## src/design/greedy_indegree_node_ordering_macros.svh

```systemverilog
// ----------------------------------------------------------------------------
// Greedy in-degree node ordering assertion macros
// Short forms for the concurrent checks used in the ordering block.
// ----------------------------------------------------------------------------
`ifndef GREEDY_INDEGREE_NODE_ORDERING_MACROS_SVH
`define GREEDY_INDEGREE_NODE_ORDERING_MACROS_SVH

// Same-cycle implication, sampled on the block clock.
`define GINO_ASSERT_NOW(lbl, ante, cons, msg) \
	lbl: assert property (@(posedge clk) disable iff (!arst_n) (ante) |-> (cons)) \
		else $error(msg);

// Next-cycle implication, sampled on the block clock.
`define GINO_ASSERT_NEXT(lbl, ante, cons, msg) \
	lbl: assert property (@(posedge clk) disable iff (!arst_n) (ante) |=> (cons)) \
		else $error(msg);

`endif

```

## src/design/gino_pkg.sv

```systemverilog
// ----------------------------------------------------------------------------
// Greedy in-degree node ordering package
// Types, constants and helper functions shared by the ordering block.
// ----------------------------------------------------------------------------
`default_nettype none

package gino_pkg;

	localparam int NODE_MAX = 32;
	localparam int NODE_W = 5;
	localparam int CNT_W = 6;
	localparam int DATA_W = 32;
	localparam int CFG_IDX_W = 2;

	localparam logic [CFG_IDX_W-1:0] CFG_NODE_COUNT = 2'd0;
	localparam logic [CFG_IDX_W-1:0] CFG_RANDOM_SEED = 2'd1;

	localparam logic ACT_LOAD = 1'b0;
	localparam logic ACT_RUN = 1'b1;

	localparam logic [DATA_W-1:0] LFSR_TAPS = 32'h8020_0003;
	localparam logic [DATA_W-1:0] WEIGHT_MAX = 32'hFFFF_FFFF;

	typedef struct packed {
		logic              action;
		logic [NODE_W-1:0] node_index;
		logic [DATA_W-1:0] parent_mask;
	} request_t;

	typedef struct packed {
		logic [NODE_W-1:0] picked_node;
		logic              last;
	} result_t;

	typedef struct packed {
		logic              go;
		logic [DATA_W-1:0] dividend;
		logic [CNT_W-1:0]  divisor;
	} mod_req_t;

	typedef struct packed {
		logic             done;
		logic [CNT_W-1:0] remainder;
	} mod_rsp_t;

	function automatic logic [CNT_W-1:0] pop_count(input logic [DATA_W-1:0] v);
		logic [CNT_W-1:0] c;
		c = '0;
		for (int k = 0; k < DATA_W; k++) begin
			c = c + CNT_W'(v[k]);
		end
		return c;
	endfunction

	function automatic logic [DATA_W-1:0] lfsr_next(input logic [DATA_W-1:0] v);
		logic [DATA_W-1:0] s;
		s = v >> 1;
		if (v[0]) begin
			s = s ^ LFSR_TAPS;
		end
		return s;
	endfunction

endpackage

`default_nettype wire

```

## src/design/gino_mod_unit.sv

```systemverilog
// ----------------------------------------------------------------------------
// Greedy in-degree node ordering remainder unit
// Bit-serial restoring remainder of a 32-bit value by a small divisor.
// ----------------------------------------------------------------------------
`default_nettype none

module gino_mod_unit
	import gino_pkg::*;
(
	input  wire logic     clk,
	input  wire logic     arst_n,
	input  wire mod_req_t req,
	output mod_rsp_t      rsp
);

	logic              busy_q;
	logic [NODE_W-1:0] step_q;
	logic [DATA_W-1:0] dvd_q;
	logic [CNT_W-1:0]  dvs_q;
	logic [CNT_W-1:0]  rem_q;
	logic              done_q;
	logic [CNT_W:0]    trial;
	logic [CNT_W:0]    next_rem;

	always_comb begin
		trial = {rem_q, dvd_q[DATA_W-1]};
		if (trial >= {1'b0, dvs_q}) begin
			next_rem = trial - {1'b0, dvs_q};
		end else begin
			next_rem = trial;
		end
	end

	always_ff @(posedge clk or negedge arst_n) begin
		if (!arst_n) begin
			busy_q <= 1'b0;
			done_q <= 1'b0;
			step_q <= '0;
		end else begin
			done_q <= 1'b0;
			if (req.go) begin
				busy_q <= 1'b1;
				step_q <= '0;
				dvd_q <= req.dividend;
				dvs_q <= req.divisor;
				rem_q <= '0;
			end else if (busy_q) begin
				rem_q <= next_rem[CNT_W-1:0];
				dvd_q <= dvd_q << 1;
				step_q <= step_q + 1'b1;
				if (step_q == NODE_W'(DATA_W - 1)) begin
					busy_q <= 1'b0;
					done_q <= 1'b1;
				end
			end
		end
	end

	assign rsp.done = done_q;
	assign rsp.remainder = rem_q;

endmodule

`default_nettype wire

```

## src/design/greedy_indegree_node_ordering.sv

```systemverilog
// Load request: written at its accepting edge; busy stays low, so loads go back to back.
// Run request over n nodes, per pick: in-degree counts, weights through the shared
// multiplier, a remainder step, a selection scan and an emit step. The next request
// can be taken in the same cycle as the last result. Results cannot be held off;
// each is valid for one cycle.
// Reset clears all parent rows and the unvisited set, sets node_count to 32, seed to 1.
// ----------------------------------------------------------------------------
// Greedy in-degree node ordering
// Loads parent rows and emits each of the first node_count nodes (at most 32) once in a greedy in-degree order.
// ----------------------------------------------------------------------------
`default_nettype none

`include "greedy_indegree_node_ordering_macros.svh"

module greedy_indegree_node_ordering
	import gino_pkg::*;
(
	input  wire logic                 clk,
	input  wire logic                 arst_n,
	input  wire logic                 start,
	output logic                      busy,
	input  wire request_t             request,
	output logic                      result_valid,
	output result_t                   result,
	input  wire logic                 cfg_we,
	input  wire logic [CFG_IDX_W-1:0] cfg_index,
	input  wire logic [DATA_W-1:0]    cfg_data
);

	localparam logic [2:0] ST_IDLE = 3'd0;
	localparam logic [2:0] ST_CNT  = 3'd1;
	localparam logic [2:0] ST_WGT  = 3'd2;
	localparam logic [2:0] ST_CMP  = 3'd3;
	localparam logic [2:0] ST_DIV  = 3'd4;
	localparam logic [2:0] ST_SEL  = 3'd5;
	localparam logic [2:0] ST_EMIT = 3'd6;

	logic [DATA_W-1:0] rows_q [NODE_MAX];
	logic [CNT_W-1:0]  cnt_q [NODE_MAX];
	logic [DATA_W-1:0] wgt_q [NODE_MAX];
	logic [DATA_W-1:0] unv_q;
	logic [DATA_W-1:0] lfsr_q;
	logic [CNT_W-1:0]  node_count_q;
	logic [DATA_W-1:0] seed_q;
	logic [2:0]        state_q;
	logic [CNT_W-1:0]  n_q;
	logic [CNT_W-1:0]  i_q;
	logic [CNT_W-1:0]  c_q;
	logic [DATA_W-1:0] w_q;
	logic [CNT_W-1:0]  cur_cnt_q;
	logic              have_q;
	logic [CNT_W-1:0]  best_cnt_q;
	logic [DATA_W-1:0] best_w_q;
	logic [CNT_W-1:0]  ties_q;
	logic [CNT_W-1:0]  target_q;
	logic [NODE_W-1:0] pick_q;
	logic              go_q;
	logic              res_valid_q;
	result_t           res_q;

	logic [NODE_W-1:0]   rd_idx;
	logic [DATA_W-1:0]   row_rd;
	logic [CNT_W-1:0]    cnt_rd;
	logic [DATA_W+4:0]   prod;
	logic [CNT_W-1:0]    n_use;
	logic [DATA_W-1:0]   pick_bit;
	logic                sel_hit;
	mod_req_t            mreq;
	mod_rsp_t            mrsp;

	assign busy = (state_q != ST_IDLE);
	assign n_use = (node_count_q > CNT_W'(NODE_MAX)) ? CNT_W'(NODE_MAX) : node_count_q;

	always_comb begin
		case (state_q)
			ST_WGT:  rd_idx = c_q[NODE_W-1:0];
			default: rd_idx = i_q[NODE_W-1:0];
		endcase
	end

	assign row_rd = rows_q[rd_idx];
	assign cnt_rd = cnt_q[rd_idx];
	assign prod = (DATA_W+5)'(w_q) * (DATA_W+5)'(cnt_rd - 1'b1);
	assign pick_bit = DATA_W'(1) << pick_q;
	assign sel_hit = unv_q[i_q[NODE_W-1:0]] && (cnt_rd == best_cnt_q)
		&& (wgt_q[i_q[NODE_W-1:0]] == best_w_q);

	assign mreq.go = go_q;
	assign mreq.dividend = lfsr_q;
	assign mreq.divisor = ties_q;

	gino_mod_unit u_mod (
		.clk    (clk),
		.arst_n (arst_n),
		.req    (mreq),
		.rsp    (mrsp)
	);

	always_ff @(posedge clk or negedge arst_n) begin
		if (!arst_n) begin
			node_count_q <= CNT_W'(NODE_MAX);
			seed_q <= DATA_W'(1);
		end else if (cfg_we) begin
			case (cfg_index)
				CFG_NODE_COUNT:  node_count_q <= cfg_data[CNT_W-1:0];
				CFG_RANDOM_SEED: seed_q <= cfg_data;
				default:         ;
			endcase
		end
	end

	always_ff @(posedge clk or negedge arst_n) begin
		if (!arst_n) begin
			for (int k = 0; k < NODE_MAX; k++) begin
				rows_q[k] <= '0;
			end
		end else if (start && !busy && (request.action == ACT_LOAD)) begin
			rows_q[request.node_index] <= request.parent_mask;
		end
	end

	always_ff @(posedge clk) begin
		if (state_q == ST_CNT) begin
			cnt_q[i_q[NODE_W-1:0]] <= pop_count(row_rd & unv_q);
		end
		if (state_q == ST_CMP) begin
			wgt_q[i_q[NODE_W-1:0]] <= w_q;
		end
	end

	always_ff @(posedge clk or negedge arst_n) begin
		if (!arst_n) begin
			state_q <= ST_IDLE;
			unv_q <= '0;
			lfsr_q <= DATA_W'(1);
			n_q <= '0;
			i_q <= '0;
			c_q <= '0;
			w_q <= DATA_W'(1);
			cur_cnt_q <= '0;
			have_q <= 1'b0;
			best_cnt_q <= '0;
			best_w_q <= '0;
			ties_q <= '0;
			target_q <= '0;
			pick_q <= '0;
			go_q <= 1'b0;
			res_valid_q <= 1'b0;
			res_q <= '0;
		end else begin
			go_q <= 1'b0;
			res_valid_q <= 1'b0;
			case (state_q)
				ST_IDLE: begin
					if (start && (request.action == ACT_RUN)) begin
						lfsr_q <= (seed_q != '0) ? seed_q : DATA_W'(1);
						n_q <= n_use;
						i_q <= '0;
						unv_q <= ~({DATA_W{1'b1}} << n_use);
						if (n_use != '0) begin
							state_q <= ST_CNT;
						end
					end
				end
				ST_CNT: begin
					if (i_q == n_q - 1'b1) begin
						i_q <= '0;
						c_q <= '0;
						w_q <= DATA_W'(1);
						have_q <= 1'b0;
						ties_q <= '0;
						state_q <= ST_WGT;
					end else begin
						i_q <= i_q + 1'b1;
					end
				end
				ST_WGT: begin
					if (row_rd[i_q[NODE_W-1:0]] && (cnt_rd != '0)) begin
						w_q <= (prod[DATA_W+4:DATA_W] != '0) ? WEIGHT_MAX : prod[DATA_W-1:0];
					end
					if (c_q == i_q) begin
						cur_cnt_q <= cnt_rd;
					end
					if (c_q == n_q - 1'b1) begin
						state_q <= ST_CMP;
					end else begin
						c_q <= c_q + 1'b1;
					end
				end
				ST_CMP: begin
					if (unv_q[i_q[NODE_W-1:0]]) begin
						if (!have_q || (cur_cnt_q < best_cnt_q)
							|| ((cur_cnt_q == best_cnt_q) && (w_q < best_w_q))) begin
							have_q <= 1'b1;
							best_cnt_q <= cur_cnt_q;
							best_w_q <= w_q;
							ties_q <= CNT_W'(1);
						end else if ((cur_cnt_q == best_cnt_q) && (w_q == best_w_q)) begin
							ties_q <= ties_q + 1'b1;
						end
					end
					if (i_q == n_q - 1'b1) begin
						go_q <= 1'b1;
						state_q <= ST_DIV;
					end else begin
						i_q <= i_q + 1'b1;
						c_q <= '0;
						w_q <= DATA_W'(1);
						state_q <= ST_WGT;
					end
				end
				ST_DIV: begin
					if (mrsp.done) begin
						target_q <= mrsp.remainder;
						lfsr_q <= lfsr_next(lfsr_q);
						i_q <= '0;
						state_q <= ST_SEL;
					end
				end
				ST_SEL: begin
					if (sel_hit && (target_q == '0)) begin
						pick_q <= i_q[NODE_W-1:0];
						state_q <= ST_EMIT;
					end else begin
						if (sel_hit) begin
							target_q <= target_q - 1'b1;
						end
						i_q <= i_q + 1'b1;
					end
				end
				ST_EMIT: begin
					unv_q <= unv_q & ~pick_bit;
					res_valid_q <= 1'b1;
					res_q.picked_node <= pick_q;
					res_q.last <= ((unv_q & ~pick_bit) == '0);
					i_q <= '0;
					state_q <= ((unv_q & ~pick_bit) == '0) ? ST_IDLE : ST_CNT;
				end
				default: begin
					state_q <= ST_IDLE;
				end
			endcase
		end
	end

	assign result_valid = res_valid_q;
	assign result = res_q;

	`GINO_ASSERT_NOW(a_last_ends_run, result_valid && result.last, !busy, "run still busy after last")
	`GINO_ASSERT_NOW(a_more_keeps_run, result_valid && !result.last, busy, "run ended before last")
	`GINO_ASSERT_NOW(a_pick_unvisited, state_q == ST_EMIT, unv_q[pick_q], "picked a visited node")
	`GINO_ASSERT_NEXT(a_ties_nonzero, go_q, ties_q != '0, "remainder started with no ties")

endmodule

`default_nettype wire

```

## config.mk

```make
export PLATFORM = sky130hd
export DESIGN_NAME = greedy_indegree_node_ordering
export DESIGN_NICKNAME = d
export VERILOG_FILES = /design/src/design/gino_pkg.sv /design/src/design/gino_mod_unit.sv /design/src/design/greedy_indegree_node_ordering.sv
export VERILOG_INCLUDE_DIRS = /design/src /design/src/design
export SDC_FILE = /design/constraint.sdc
export NUM_CORES = 2
export LEC_CHECK = 0
export ABC_AREA = 1
export BUFFER_PORTS_ARGS = -buffer_cell sky130_fd_sc_hd__buf_2
export CORE_ASPECT_RATIO = 0.9
export CORE_UTILIZATION = 40
export CTS_CLUSTER_SIZE = 12
export DETAILED_ROUTE_END_ITERATION = 8
export PLACE_DENSITY = 0.55
export SLEW_MARGIN = 5
export SYNTH_ARGS = -nofsm -noshare
export SYNTH_HDL_FRONTEND = slang
export SYNTH_SLANG_ARGS = --single-unit
```

## constraint.sdc

```tcl
create_clock -name clk -period 15.1 [get_ports clk]
set_clock_uncertainty 0.05 [all_clocks]
set_input_delay 3.02 -clock clk [delete_from_list [all_inputs] [get_ports clk]]
set_output_delay 3.02 -clock clk [all_outputs]
set_load 0.005 [all_outputs]
```

* After elaboration in Yosys (flattened, before gate mapping)
Memory sizes are Yosys's and may differ from the RTL's. Index checks and enable logic that the tools add are counted.
Word-level totals: register bits after elaboration 1300, bits in writable memories 1216, input port bits 76, output and inout port bits 8, memories 2
Operators by class: add/subtract/negate cells 39, multipliers 1, $lt $le $gt $ge 8, equal/unequal tests 29, shifts and indexed selects 2, mux-type cells 74, bitwise gates (word level) 8, reductions and logical operators 47
Memories:
- wgt_q | depth 32, bits a word 32, read ports 1, clocked after memory_dff 0, write ports 1, line greedy_indegree_node_ordering.sv:40 | logic [DATA_W-1:0] wgt_q [NODE_MAX];
- cnt_q | depth 32, bits a word 6, read ports 1, clocked after memory_dff 0, write ports 1, line greedy_indegree_node_ordering.sv:39 | logic [CNT_W-1:0] cnt_q [NODE_MAX];
Operator list (number):
- $bwmux W1024 | 1
- $mux W32 | 14
- $bmux W32 S5 | 1
- $demux W32 S5 | 1
- $add A6 B1 Y6 | 26
- $pmux W32 S2 | 2
- $mux W6 | 17
- $pmux W32 S3 | 1
- $and A32 B32 Y32 | 2
- $eq A32 B32 Y1 | 2
- $not A32 Y32 | 2
- $mul A33 B7 Y37 | 1
- $pmux W6 S6 | 1
- $logic_not A32 Y1 | 1
- $lt A32 B32 Y1 | 1
- $reduce_bool A32 Y1 | 1
- $shl A1 B5 Y32 const A | 1
- $shl A32 B6 Y32 const A | 1
- $eq A6 B6 Y1 | 5
- $pmux W6 S2 | 2
- $mux W3 | 7
- $pmux W3 S7 | 1
- $reduce_and A4 Y1 | 5
- $mux W1 | 19
- 45 further kinds | 93

* Logic depth before layout (Yosys ltp)
word-level depth 38, mapped depth 49, gate-level depth less buffers 43

* Modules after synthesis
A second synthesis with hierarchy kept.
Second synthesis, totals: cell total of the unflattened synthesis 12857, area, all modules 119708.6 um^2
By module, submodules not included:
- greedy_indegree_node_ordering | times used 1, cells each 12584, area each 117129.8 um^2
- gino_mod_unit | times used 1, cells each 273, area each 2578.7 um^2

* Worst setup path before layout
OpenSTA, ideal clock, no wires.
kind reg2reg, start reg state_q[2], end reg w_q[17], setup time 119 ps, arrival time 7227 ps, data required time 14931 ps, setup slack 7705 ps, stages on the path, launching flop included 43, buffers on the path 6, cells stage by stage dfrtp_1 -> buf_2 -> inv_2 -> nand3_4 -> buf_4 -> o21ai_2 -> buf_2 -> nand3_1 -> nand3_1 -> nand3_1 -> nand3_1 -> nand2_1 -> ha_1 -> inv_1 -> nor2_4 -> nand2_1 -> clkbuf_1 -> clkbuf_1 -> [7 not listed] -> ha_1 -> inv_1 -> o21ai_0 -> a21oi_1 -> o21ai_0 -> a21boi_0 -> o21ai_0 -> a31o_2 -> nand2_1 -> nand2_1 -> nand2_1 -> nand2_1 -> nand2_1 -> nor2_1 -> clkbuf_1 -> nand4_1 -> nand2_1 -> nand2_1
Between the ends: longest elaborated chain between the ends 11, elaborated cells on any way between the ends 24, classes of those cells add/sub (1); mul (1); eq/ne (6); mux (9); bitwise (1); reduce/logical (5); memory (1)
RTL lines:
- start, declared | line greedy_indegree_node_ordering.sv:45 | logic [2:0] state_q;
- start signal, assigned | line greedy_indegree_node_ordering.sv:237 | state_q <= ((unv_q & ~pick_bit) == '0) ? ST_IDLE : ST_CNT;
- branches (longest 11 deep; another with $mul A33 B7 Y37)
- end signal, assigned | line greedy_indegree_node_ordering.sv:179 | w_q <= (prod[DATA_W+4:DATA_W] != '0) ? WEIGHT_MAX : prod[DATA_W-1:0];
- end, declared | line greedy_indegree_node_ordering.sv:49 | logic [DATA_W-1:0] w_q;
Parallel ways; which one is timed is not known. The select of a mux whose other input is x is not followed. A chain may end at the register's enable or synchronous reset.

* Worst setup path in the final report
start reg i_q[0], end reg w_q[0]
Between the ends: longest elaborated chain between the ends 10, elaborated cells on any way between the ends 21, classes of those cells add/sub (1); mul (1); eq/ne (4); mux (9); bitwise (1); reduce/logical (4); memory (1)
RTL lines:
- start, declared | line greedy_indegree_node_ordering.sv:47 | logic [CNT_W-1:0] i_q;
- start signal, assigned | line greedy_indegree_node_ordering.sv:174 | i_q <= i_q + 1'b1;
- start signal, assigned | line greedy_indegree_node_ordering.sv:206 | i_q <= i_q + 1'b1;
- start signal, assigned | line greedy_indegree_node_ordering.sv:228 | i_q <= i_q + 1'b1;
- branches (longest 10 deep; another with $mul A33 B7 Y37)
Parallel ways; which one is timed is not known. The select of a mux whose other input is x is not followed.

==> metrics <==
outcome=completed; Final Net Count=roughly 13000; Crit Path Class=flop to flop; final design utilization=about 45%; die width=around 580 um; flops & latches, synth=approximately 2500; hold buffers post-CTS=0; share of layout cells above drive strength 1=6.553%; DP Area=122300 um^2; Post-DRT Antenna Nets=0; PwrDens=269.3 nW/um^2; Crit. End Element=flop; Worst Path Required=around 16 ns; Starting Density=slightly above 40%; initial antenna violation count=16; Avg Cell Area, Syn=roughly 9.4 um^2; largest net degree at the start of global routing=approximately 210; Syn. warnings=0; # Post-CTS Setup Buffers=0; crit-path leading delay family=simple AND/OR/NAND/NOR gates; CP bufs+invs=8; worst vdd ir=approximately 1 mV; grt ovf=0; routed len/inst=23.89 um; WHS=0.4253 ns; CTS tree=built; most frequent cells in the layout=nand2_1, o21ai_0, edfxtp_1; Seq/Total Area, Yosys=slightly below 60%; Hold Crit Class=flop to flop; I/O Buffers=83; worst-skew pair later-pin latency=between 0.9 and 1 ns; area grow syn2layout=10.81%; Root Driver=clkbuf_16; Synth Instances=between 10000 and 15000; Core ar.=294700 um^2; Slew headroom=between 10% and 20%; CP max-delay cell=dfrtp_4; Netlist Area Pre-Place=roughly 120000 um^2; ys async rst share=49.92%; Worst Path Arrival=around 12 ns; global-route wire length before repair=582.0 mm; RSZ-0062 raised after global routing=no; fin crit share=between 70 and 80%; CP Max Fanout=slightly above 100; final WL=slightly below 400 mm; # H-tree levels=5; Max Freq=about 91 MHz; Final Setup Violations=0; fin. max-slew vios=0; synth unique cells=57; Startpoint Class=flop; Pre-Repair DR Iteration Count=6; minimum clock period=between 10 and 15 ns; Row Count=between 150 and 200; leading cell type in the layout, fill and taps excluded=nand2_1; Post-synth EDFFs=1260; drc violations=0; pre-CTS setup slack=4.288 ns; Via density=5.586; via count=around 92000; register clock-pin slew on the reported worst setup and hold paths=0.06 ns; post-DP HPWL=219.8 mm; Hold Vio Cnt, Final=0; post-synthesis net count=between 10000 and 15000; clk sinks=around 2500; total CTS buffers=between 200 and 300; Post-CTS Resized=0; vias in the first global route=~87000; First DRT Iteration DRCs=approximately 11000; Worst Slack Setup Final=4.161 ns; Synth Flop Type=edfxtp_1; DIE AREA=298400 um^2; setup_tns=0 ns; I/O pin count=84; slowest stage delay, CP=approximately 0.66 ns; Die H=between 500 and 600 um; cell mode on critical path=nand2_1; placer congestion estimate=about 0.9; P_leak=~55 nW; worst reg-to-reg setup slack=roughly 4.2 ns; Worst-Margin Slew=roughly 1.2 ns; CTS max path bufs=4; post-route cell area=approximately 130000 um^2; total of max-cap violations=0; Total GRT Usage=about a quarter
[synth_stat cells, drive strengths merged, types with 7 or more instances]
library cell / number / area share (%)
ha: 140 / 1.5
edfxtp: 1260 / 32
clkinv: 7 / 0.022
nand2: 3021 / 9.6
dfrtp: 1252 / 26
xor2: 37 / 0.27
nand3b: 79 / 0.50
nand3: 757 / 3.2
a31oi: 22 / 0.12
o21ai: 2028 / 8.6
xnor2: 33 / 0.24
buf: 272 / 1.3
a22o: 7 / 0.052
inv: 1120 / 3.6
nor2: 815 / 2.6
fa: 175 / 3.0
nor3: 101 / 0.44
nand4: 100 / 0.53
o221ai: 26 / 0.19
o211ai: 190 / 1.2
nor4: 17 / 0.090
a21oi: 218 / 0.92
o22ai: 87 / 0.46
clkbuf: 567 / 1.8
a22oi: 176 / 1.1
[worst min-delay path, cell delays in order, from the launching register on]
cell	delay, ns
dfrtp_1	0.33
nand2_1	0.05
o21ai_0	0.06
[power by group]
| group | internal [mW] | switching, mW |
|---|---|---|
| Sequential | 9.46 | 0.520 |
| Combinational | 5.56 | 13.1 |
| Clock | 3.90 | 2.86 |
| Total | 18.9 | 16.4 |
[sequential cells by signal, indices dropped and copies added, names as in the netlist, 3 cells and up]
register,count
best_cnt_q,6
best_w_q,32
c_q,6
cnt_q,192
cur_cnt_q,6
i_q,6
lfsr_q,32
n_q,6
node_count_q,6
pick_q,5
result,6
rows_q,1024
seed_q,32
state_q,3
target_q,6
ties_q,6
u_mod.dvd_q,32
u_mod.dvs_q,6
u_mod.rem_q,6
u_mod.step_q,5
unv_q,32
w_q,32
wgt_q,1024
[worst paths after layout]
check	cells after the start	end	from
max in group asynchronous	4	rows_q[377]	arst_n
hold reg to reg	2	rows_q[860]	rows_q[860]
hold / removal	2	rows_q[860]	rows_q[860]
setup / recovery	39	w_q[0]	i_q[0]
min in group asynchronous	1	rows_q[745]	arst_n
setup reg to reg	39	w_q[0]	i_q[0]
[metal layers]
layer,track usage [%],wire length (um)
met4,7.591,11460
met2,37.79,165600
met5,0,0
met3,4.183,35070
met1,39.35,179600
[cell families (layout without fill, tap and decap cells)]
logic type | count (synthesis) | after routing | synth area share [%]
other | 0 | 3 | 0
adder cells (fa/ha/maj) | 315 | 315 | 4.435
flip-flops | 2516 | 2516 | 58.46
AO/OA/AOI/OAI | 2789 | 2789 | 12.87
buffers and inverters | 1966 | 1892 | 6.659
multiplexers | 4 | 4 | 0.03801
AND/OR/NAND/NOR | 4896 | 4896 | 17.02
XOR/XNOR | 70 | 70 | 0.5174
[stage by stage]
stage	std cells	power (mW)
after detailed placement	15906	28.36
after floorplan	12556	22.79
after CTS	16397	35.36
after global placement	15906	28.44
after global routing	16398	37.74
final	16400	35.36
[final cells by class]
| type | instances | area (um^2) |
|---|---|---|
| antenna | 3 | 7.507 |
| clock buffer | 397 | 8009 |
| clock inverter | 94 | 942.2 |
| fill | 28106 | 163300 |
| inverter | 1127 | 4270 |
| multi-input combinational | 8074 | 41880 |
| sequential | 2516 | 69280 |
| tap | 3915 | 4898 |
| timing repair buffer | 274 | 2014 |
Note: power is estimated with default switching activity, not from simulation.
